$ cat src/hdl/masked_expand_load_macros.svh
// assertion macros for the masked expand load block
// expects i_clk and i_rst_n in the scope of each use
`ifndef MASKED_EXPAND_LOAD_MACROS_SVH
`define MASKED_EXPAND_LOAD_MACROS_SVH
`ifndef SYNTHESIS
`define MEL_ASSERT_IMP(lbl, ante, cons, msg) \
    lbl: assert property (@(posedge i_clk) disable iff (!i_rst_n) (ante) |-> (cons)) \
        else $error(msg);
`define MEL_ASSERT_NXT(lbl, ante, cons, msg) \
    lbl: assert property (@(posedge i_clk) disable iff (!i_rst_n) (ante) |=> (cons)) \
        else $error(msg);
`else
`define MEL_ASSERT_IMP(lbl, ante, cons, msg)
`define MEL_ASSERT_NXT(lbl, ante, cons, msg)
`endif
`endif

$ cat src/hdl/mel_pkg.sv
// shared constants, codes and types of the masked expand load block
// no dependencies
`default_nettype none

package mel_pkg;

    localparam int LANES      = 8;
    localparam int VALUE_W    = 32;
    localparam int FIFO_DEPTH = 16;
    localparam int MASK_W     = 8;
    localparam int GSIZE_W    = 4;
    localparam int STATUS_W   = 2;
    localparam int CNT_W      = $clog2(FIFO_DEPTH + 1);
    localparam int QIDX_W     = $clog2(FIFO_DEPTH);
    localparam int POP_W      = $clog2(LANES + 1);
    localparam int LIDX_W     = $clog2(LANES);

    localparam int IN_DATA_W   = VALUE_W + MASK_W + GSIZE_W;
    localparam int IN_TDATA_W  = ((IN_DATA_W + 7) / 8) * 8;
    localparam int OUT_DATA_W  = LANES * VALUE_W + POP_W;
    localparam int OUT_TDATA_W = ((OUT_DATA_W + 7) / 8) * 8;

    localparam logic MODE_PUSH   = 1'b0;
    localparam logic MODE_EXPAND = 1'b1;

    typedef enum logic [STATUS_W-1:0] {
        ST_OK        = 2'd0,
        ST_PUSH_DROP = 2'd1,
        ST_UNDERFLOW = 2'd2
    } t_status;

    typedef logic signed [VALUE_W-1:0] t_value;

    typedef struct packed {
        logic             push;
        logic [POP_W-1:0] pop;
    } t_q_ctrl;

endpackage

`default_nettype wire

$ cat src/hdl/masked_expand_load.sv
// masked expand load: each input beat is registered in the input stage, then its result
// in the result stage; one beat per cycle while the result side is not stalled, with a
// combinational prefix count and lane crossbar reading the head slots of the source queue
// reset clears the queue fill count and both stage valids; queue contents
// are not cleared and no clearing pass runs
// depends on mel_pkg, mel_srcq and masked_expand_load_macros.svh
`default_nettype none
`include "masked_expand_load_macros.svh"

module masked_expand_load (
    input  wire logic                            i_clk,
    input  wire logic                            i_rst_n,
    input  wire logic                            i_s_axis_tvalid,
    output logic                                 o_s_axis_tready,
    // source_value, valid_mask, group_size
    input  wire logic [mel_pkg::IN_TDATA_W-1:0]  i_s_axis_tdata,
    // mode
    input  wire logic [0:0]                      i_s_axis_tuser,
    output logic                                 o_m_axis_tvalid,
    input  wire logic                            i_m_axis_tready,
    // lane0_value .. lane7_value, consumed
    output logic [mel_pkg::OUT_TDATA_W-1:0]      o_m_axis_tdata,
    // status
    output logic [mel_pkg::STATUS_W-1:0]         o_m_axis_tuser
);

    logic                          r_in_valid;
    logic                          r_mode;
    mel_pkg::t_value               r_value;
    logic [mel_pkg::MASK_W-1:0]    r_mask;
    logic [mel_pkg::GSIZE_W-1:0]   r_gsize;

    logic                          r_out_valid;
    mel_pkg::t_value               r_lane [mel_pkg::LANES];
    logic [mel_pkg::POP_W-1:0]     r_consumed;
    mel_pkg::t_status              r_status;

    mel_pkg::t_value               n_lane [mel_pkg::LANES];
    logic [mel_pkg::POP_W-1:0]     n_consumed;
    mel_pkg::t_status              n_status;

    logic                          s_accept;
    logic                          process;
    mel_pkg::t_q_ctrl              q_ctrl;
    mel_pkg::t_value               q_head [mel_pkg::LANES];
    logic [mel_pkg::CNT_W-1:0]     q_count;
    logic [mel_pkg::LANES-1:0]     active;
    logic [mel_pkg::POP_W-1:0]     pre [mel_pkg::LANES+1];
    logic                          underflow;
    logic                          full;

    assign process         = r_in_valid && (!r_out_valid || i_m_axis_tready);
    assign o_s_axis_tready = !r_in_valid || process;
    assign s_accept        = i_s_axis_tvalid && o_s_axis_tready;

    always_ff @(posedge i_clk) begin
        if (s_accept) begin
            r_mode  <= i_s_axis_tuser[0];
            r_value <= i_s_axis_tdata[mel_pkg::VALUE_W-1:0];
            r_mask  <= i_s_axis_tdata[mel_pkg::VALUE_W +: mel_pkg::MASK_W];
            r_gsize <= i_s_axis_tdata[mel_pkg::VALUE_W + mel_pkg::MASK_W +: mel_pkg::GSIZE_W];
        end
    end

    always_ff @(posedge i_clk) begin
        if (!i_rst_n) begin
            r_in_valid <= 1'b0;
        end else if (s_accept) begin
            r_in_valid <= 1'b1;
        end else if (process) begin
            r_in_valid <= 1'b0;
        end
    end

    // prefix count over the active lanes
    always_comb begin
        pre[0] = '0;
        for (int j = 0; j < mel_pkg::LANES; j++) begin
            active[j]  = r_mask[j] && (mel_pkg::GSIZE_W'(j) < r_gsize);
            pre[j + 1] = pre[j] + mel_pkg::POP_W'(active[j]);
        end
    end

    assign underflow = mel_pkg::CNT_W'(pre[mel_pkg::LANES]) > q_count;
    assign full      = q_count == mel_pkg::CNT_W'(mel_pkg::FIFO_DEPTH);

    always_comb begin
        q_ctrl.push = 1'b0;
        q_ctrl.pop  = '0;
        n_consumed  = '0;
        n_status    = mel_pkg::ST_OK;
        for (int j = 0; j < mel_pkg::LANES; j++) begin
            n_lane[j] = '0;
        end
        unique case (r_mode)
            mel_pkg::MODE_PUSH: begin
                if (full) begin
                    n_status = mel_pkg::ST_PUSH_DROP;
                end else begin
                    q_ctrl.push = process;
                end
            end
            mel_pkg::MODE_EXPAND: begin
                if (underflow) begin
                    n_status = mel_pkg::ST_UNDERFLOW;
                end else begin
                    n_consumed = pre[mel_pkg::LANES];
                    q_ctrl.pop = process ? pre[mel_pkg::LANES] : '0;
                    for (int j = 0; j < mel_pkg::LANES; j++) begin
                        if (active[j]) begin
                            n_lane[j] = q_head[pre[j][mel_pkg::LIDX_W-1:0]];
                        end
                    end
                end
            end
            default: begin
                n_status = mel_pkg::ST_OK;
            end
        endcase
    end

    mel_srcq u_srcq (
        .i_clk        (i_clk),
        .i_rst_n      (i_rst_n),
        .i_ctrl       (q_ctrl),
        .i_push_value (r_value),
        .o_head       (q_head),
        .o_count      (q_count)
    );

    always_ff @(posedge i_clk) begin
        if (process) begin
            r_lane     <= n_lane;
            r_consumed <= n_consumed;
            r_status   <= n_status;
        end
    end

    always_ff @(posedge i_clk) begin
        if (!i_rst_n) begin
            r_out_valid <= 1'b0;
        end else if (process) begin
            r_out_valid <= 1'b1;
        end else if (i_m_axis_tready) begin
            r_out_valid <= 1'b0;
        end
    end

    always_comb begin
        o_m_axis_tdata = '0;
        for (int j = 0; j < mel_pkg::LANES; j++) begin
            o_m_axis_tdata[j * mel_pkg::VALUE_W +: mel_pkg::VALUE_W] = r_lane[j];
        end
        o_m_axis_tdata[mel_pkg::LANES * mel_pkg::VALUE_W +: mel_pkg::POP_W] = r_consumed;
    end

    assign o_m_axis_tvalid = r_out_valid;
    assign o_m_axis_tuser  = r_status;

    `MEL_ASSERT_IMP(a_underflow_empty, r_out_valid && r_status == mel_pkg::ST_UNDERFLOW, r_consumed == '0, "underflow beat consumed values")
    `MEL_ASSERT_IMP(a_push_no_pop, r_in_valid && r_mode == mel_pkg::MODE_PUSH, q_ctrl.pop == '0, "push beat pops queue")
    `MEL_ASSERT_NXT(a_result_loads, process, r_out_valid, "processed beat lost")

endmodule

`default_nettype wire

$ cat src/hdl/mel_srcq.sv
// source value queue: head always at slot zero, shifts down on consume
// depends on mel_pkg and masked_expand_load_macros.svh
`default_nettype none
`include "masked_expand_load_macros.svh"

module mel_srcq (
    input  wire logic                      i_clk,
    input  wire logic                      i_rst_n,
    input  wire mel_pkg::t_q_ctrl          i_ctrl,
    input  wire mel_pkg::t_value           i_push_value,
    output mel_pkg::t_value                o_head [mel_pkg::LANES],
    output logic [mel_pkg::CNT_W-1:0]      o_count
);

    mel_pkg::t_value              r_q [mel_pkg::FIFO_DEPTH];
    mel_pkg::t_value              n_q [mel_pkg::FIFO_DEPTH];
    logic [mel_pkg::CNT_W-1:0]    r_count;
    logic [mel_pkg::CNT_W-1:0]    n_count;

    always_comb begin
        n_q     = r_q;
        n_count = r_count;
        if (i_ctrl.push) begin
            n_q[r_count[mel_pkg::QIDX_W-1:0]] = i_push_value;
            n_count = r_count + 1'b1;
        end else begin
            for (int i = 0; i < mel_pkg::FIFO_DEPTH; i++) begin
                for (int k = 1; k <= mel_pkg::LANES; k++) begin
                    if (i_ctrl.pop == mel_pkg::POP_W'(k) && i + k < mel_pkg::FIFO_DEPTH) begin
                        n_q[i] = r_q[i + k];
                    end
                end
            end
            n_count = r_count - mel_pkg::CNT_W'(i_ctrl.pop);
        end
    end

    always_ff @(posedge i_clk) begin
        r_q <= n_q;
    end

    always_ff @(posedge i_clk) begin
        if (!i_rst_n) begin
            r_count <= '0;
        end else begin
            r_count <= n_count;
        end
    end

    always_comb begin
        for (int j = 0; j < mel_pkg::LANES; j++) begin
            o_head[j] = r_q[j];
        end
    end

    assign o_count = r_count;

    `MEL_ASSERT_IMP(a_count_bound, 1'b1, r_count <= mel_pkg::CNT_W'(mel_pkg::FIFO_DEPTH), "queue count over depth")
    `MEL_ASSERT_IMP(a_no_push_full, i_ctrl.push, r_count < mel_pkg::CNT_W'(mel_pkg::FIFO_DEPTH), "push into full queue")
    `MEL_ASSERT_IMP(a_pop_bound, !i_ctrl.push, mel_pkg::CNT_W'(i_ctrl.pop) <= r_count, "pop beyond fill")
    `MEL_ASSERT_NXT(a_push_count, i_ctrl.push, r_count == $past(r_count) + 1'b1, "push count slip")

endmodule

`default_nettype wire

$ cat config.mk
export PLATFORM = sky130hd
export DESIGN_NAME = masked_expand_load
export DESIGN_NICKNAME = d
export VERILOG_FILES = /design/src/hdl/mel_pkg.sv /design/src/hdl/masked_expand_load.sv /design/src/hdl/mel_srcq.sv
export VERILOG_INCLUDE_DIRS = /design/src /design/src/hdl
export SDC_FILE = /design/constraint.sdc
export NUM_CORES = 2
export LEC_CHECK = 0
export ABC_AREA = 0
export CORE_MARGIN = 5
export CORE_UTILIZATION = 25
export CTS_CLUSTER_DIAMETER = 100
export DETAILED_ROUTE_END_ITERATION = 8
export DONT_BUFFER_PORTS = 1
export PLACE_DENSITY = 0.34
export SETUP_SLACK_MARGIN = 0.1
export SKIP_LAST_GASP = 1
export SLEW_MARGIN = 20
export SYNTH_ARGS = -nofsm -noshare
export SYNTH_HDL_FRONTEND = slang
export SYNTH_SLANG_ARGS = --single-unit
$ cat constraint.sdc
create_clock -name i_clk -period 32.3 [get_ports i_clk]
set_input_delay 0 -clock i_clk [delete_from_list [all_inputs] [get_ports i_clk]]
set_output_delay 0 -clock i_clk [all_outputs]
set_load 0.03 [all_outputs]
==> reports/metrics.yaml <==
grt_remaining_overflow: 0
slew_headroom_pct: 15.8
cts_resized: 0
cts.path.max_buffers: 3
path_max_fanout: 80
die_area_mm2: 0.290
cts_max_level: 3
clk_latency_ns: 0.76
numCtsBuffers: 110
synth_area_mm2: 0.0697
cap_viol_max_count: 0
required_ns: 32.79
hold_violations: 0
initial_core_util_pct: 25.2
netlist_instances: 7328
synth_area_per_cell_um2: 9.51
synth_fa_ha_area_share_pct: 0.506
place.gp.congestion: 0.834
ant_nets: 0
post-synth-top-area-fraction_pct: 35.3
clock-sinks: 826
synth_compound_area_share_pct: 31.0
area_delta_synth_final_pct: 9.66
yosys_most_used_dff: "edfxtp_1"
fill_cells: 28800
slew_violations: 0
fin_worst_skew_ns: 0.0252
ys_ff_latch: 826
wire_per_inst_um: 35.1
yosys.cell_count.top_type: "clkbuf_1"
setup_tns_ns: 0
yosys.area_share.simple_pct: 12.1
start_kind: "flop"
run_status: "finished, final reports clean"
routed_wl_um: 361000
portBuffers: 0
critPathKind: "flop to flop"
drtIter0Drc: 9639
cellLeakagePower_nw: 23.3
postLayoutCoreUtil_pct: 27.6
grtUsageTotal_pct: 23.6
holdBufCountCts: 96
slowest_delay_ns: 1.26
die_h_um: 538
first_pass_iters: 8
vias: 67600
cts-root-buf: "clkbuf_16"
cts.clk_slew.worst_paths_ns: 0.06
core-area_mm2: 0.277
rsz0062_at_grt: "false"
finalNetCount: 6546
rows: 193
min_period_ns: 14.78
crit_top_cell: "buf_4"
drc: 0
clock.fmax_ghz: 0.0677
synth_top_family_by_area: "compound AO/OA/AOI/OAI gates"
synth.top_cells.by_area: "edfxtp_1, mux4_2, clkbuf_1, a221oi_1, nand2_1"
synth-edff-count: 819
io_pins: 321
synthMuxAreaShare_pct: 13.3
ys_async_sr_fraction_pct: 0
drive_gt1_share_pct: 15.5
grt_max_degree: 147
min_path_type: "primary input to flop"
die_w_um: 538
synth_xor_xnor_area_share_pct: 0.235
antenna_found_initial: 6
p_per_area_mw_per_mm2: 83.6
post-cts-setup-buffers: 0
ys_types: 90
grt_pass1_wl_um: 509000
arrival_ns: 15.26
yosysTopAreaCell: "edfxtp_1"
crit_path_top_delay_cell: "fa_4"
fin_crit_sh_pct: 45.8
dp_hpwl_um: 236000
first_global_vias: 63100
vias_per_cell: 6.58
cts_tree: "built"
yosys_warnings: 0
yosysSeqAreaShare_pct: 35.5
synthTopCellsByCount: "clkbuf_1, edfxtp_1, nand2_1, o21ai_0, a21oi_1"
power.ir.vdd_worst_v: 0.0000436
end_kind: "flop"
setup_viol: 0
worst_pin_slew_ns: 1.26
[where the power goes]
| group | switching, mW | internal (mW) | total [mW] |
|---|---|---|---|
| clock network | 0.559 | 0.740 | 1.30 |
| logic | 1.47 | 1.14 | 2.61 |
| registers | 0.869 | 1.61 | 2.48 |
| total | 2.90 | 3.49 | 6.39 |
[layout make-up]
type	instances	area (um2)	area share (%)
diodes	5	12.5	0.0164
clock buffers	130	2910	3.81
clock inverters	77	753	0.985
inverters	63	256	0.336
multi-input cells	5176	40600	53.1
flip-flops and latches	826	24700	32.4
well taps	3705	4640	6.06
repair buffers	289	2570	3.36
[path summary, 6_finish.rpt]
check	slack (ns)	to	start	cells after the start
setup / recovery	17.52	u_srcq.o_head[91]	r_gsize[3]	39
hold / removal	0.07	u_srcq.o_count[4]	i_rst_n	2
setup reg to reg	17.52	u_srcq.o_head[91]	r_gsize[3]	39
hold reg to reg	0.70	o_m_axis_tuser[0]	r_mode	1
[metal layers]
metal	part of all wire [%]	GRT usage, %	vias to the layer above
li1	-	-	27900
met3	11	5.46	462
met5	0	0.0658	-
met2	42	34.1	4834
met1	45	35.2	34400
met4	2.1	5.57	0
[through the flow]
step	cells	setup WS (ns)	instance area, um2	hold WS, ns	total power, mW
after global placement	9963	17.67	71800	0.0989	4.97
after detailed placement	9963	17.56	71800	0.0989	5.01
after CTS	10300	17.53	76400	0.0114	6.36
final	10300	17.52	76500	0.0748	6.39
after global routing	10300	16.65	76400	0.0912	6.68
after floorplan	7331	19.70	69700	0.0989	3.93
[worst max-delay path: cells and delay by family (launching register included)]
family,cells,cell delay [ns]
buffers and inverters,14,4.95
adders and majority gates,6,3.07
AOI/OAI and AO/OA,9,2.44
and+or+nand+nor,7,2.40
xor gates and xnor gates,3,0.90
DFF,1,0.41
[flip-flops by register name, summed over array words and instances (netlist names)]
register and count:
r_in_valid 1, u_srcq.r_q 256, o_m_axis_tvalid 1, r_value 32
r_mask 8, r_consumed 4, r_gsize 4, o_m_axis_tdata 256
r_mode 1, u_srcq.o_head 256, o_m_axis_tuser 2, u_srcq.o_count 5
[kinds of logic after synthesis]
group | count (synthesis)
AO/OA/AOI/OAI | 2983
XOR/XNOR | 16
adder cells (fa/ha/maj) | 27
buffers and inverters | 1329
flip-flops | 826
multiplexers | 478
other | 1
AND/OR/NAND/NOR | 1668
[placed cells by master (no fill, tap or decap), drive strengths merged, types with 11 or more instances in the layout]
cell type    count
edfxtp         819
a211oi          93
a222oi          31
and2            13
o211ai         101
a2bb2oi         24
a22oi           45
o21ai          587
clkbuf         130
o41ai           11
a32oi           12
ha              25
o221ai         238
and3           260
o22ai          308
bufinv          12
inv             68
a22o           216
buf            193
a21oi          401
a21o            14
nand3           46
nor2           203
mux4           352
nor4           190
nand2b         312
a32o           158
dlygate4sd3     96
a41oi           32
clkinvlp        11
o221a          122
nand2          599
o31ai          167
mux2i           66
nor3            17
a31oi           50
clkinv          49
a221oi         316
mux2            60
(Power assumes the default switching activity.)
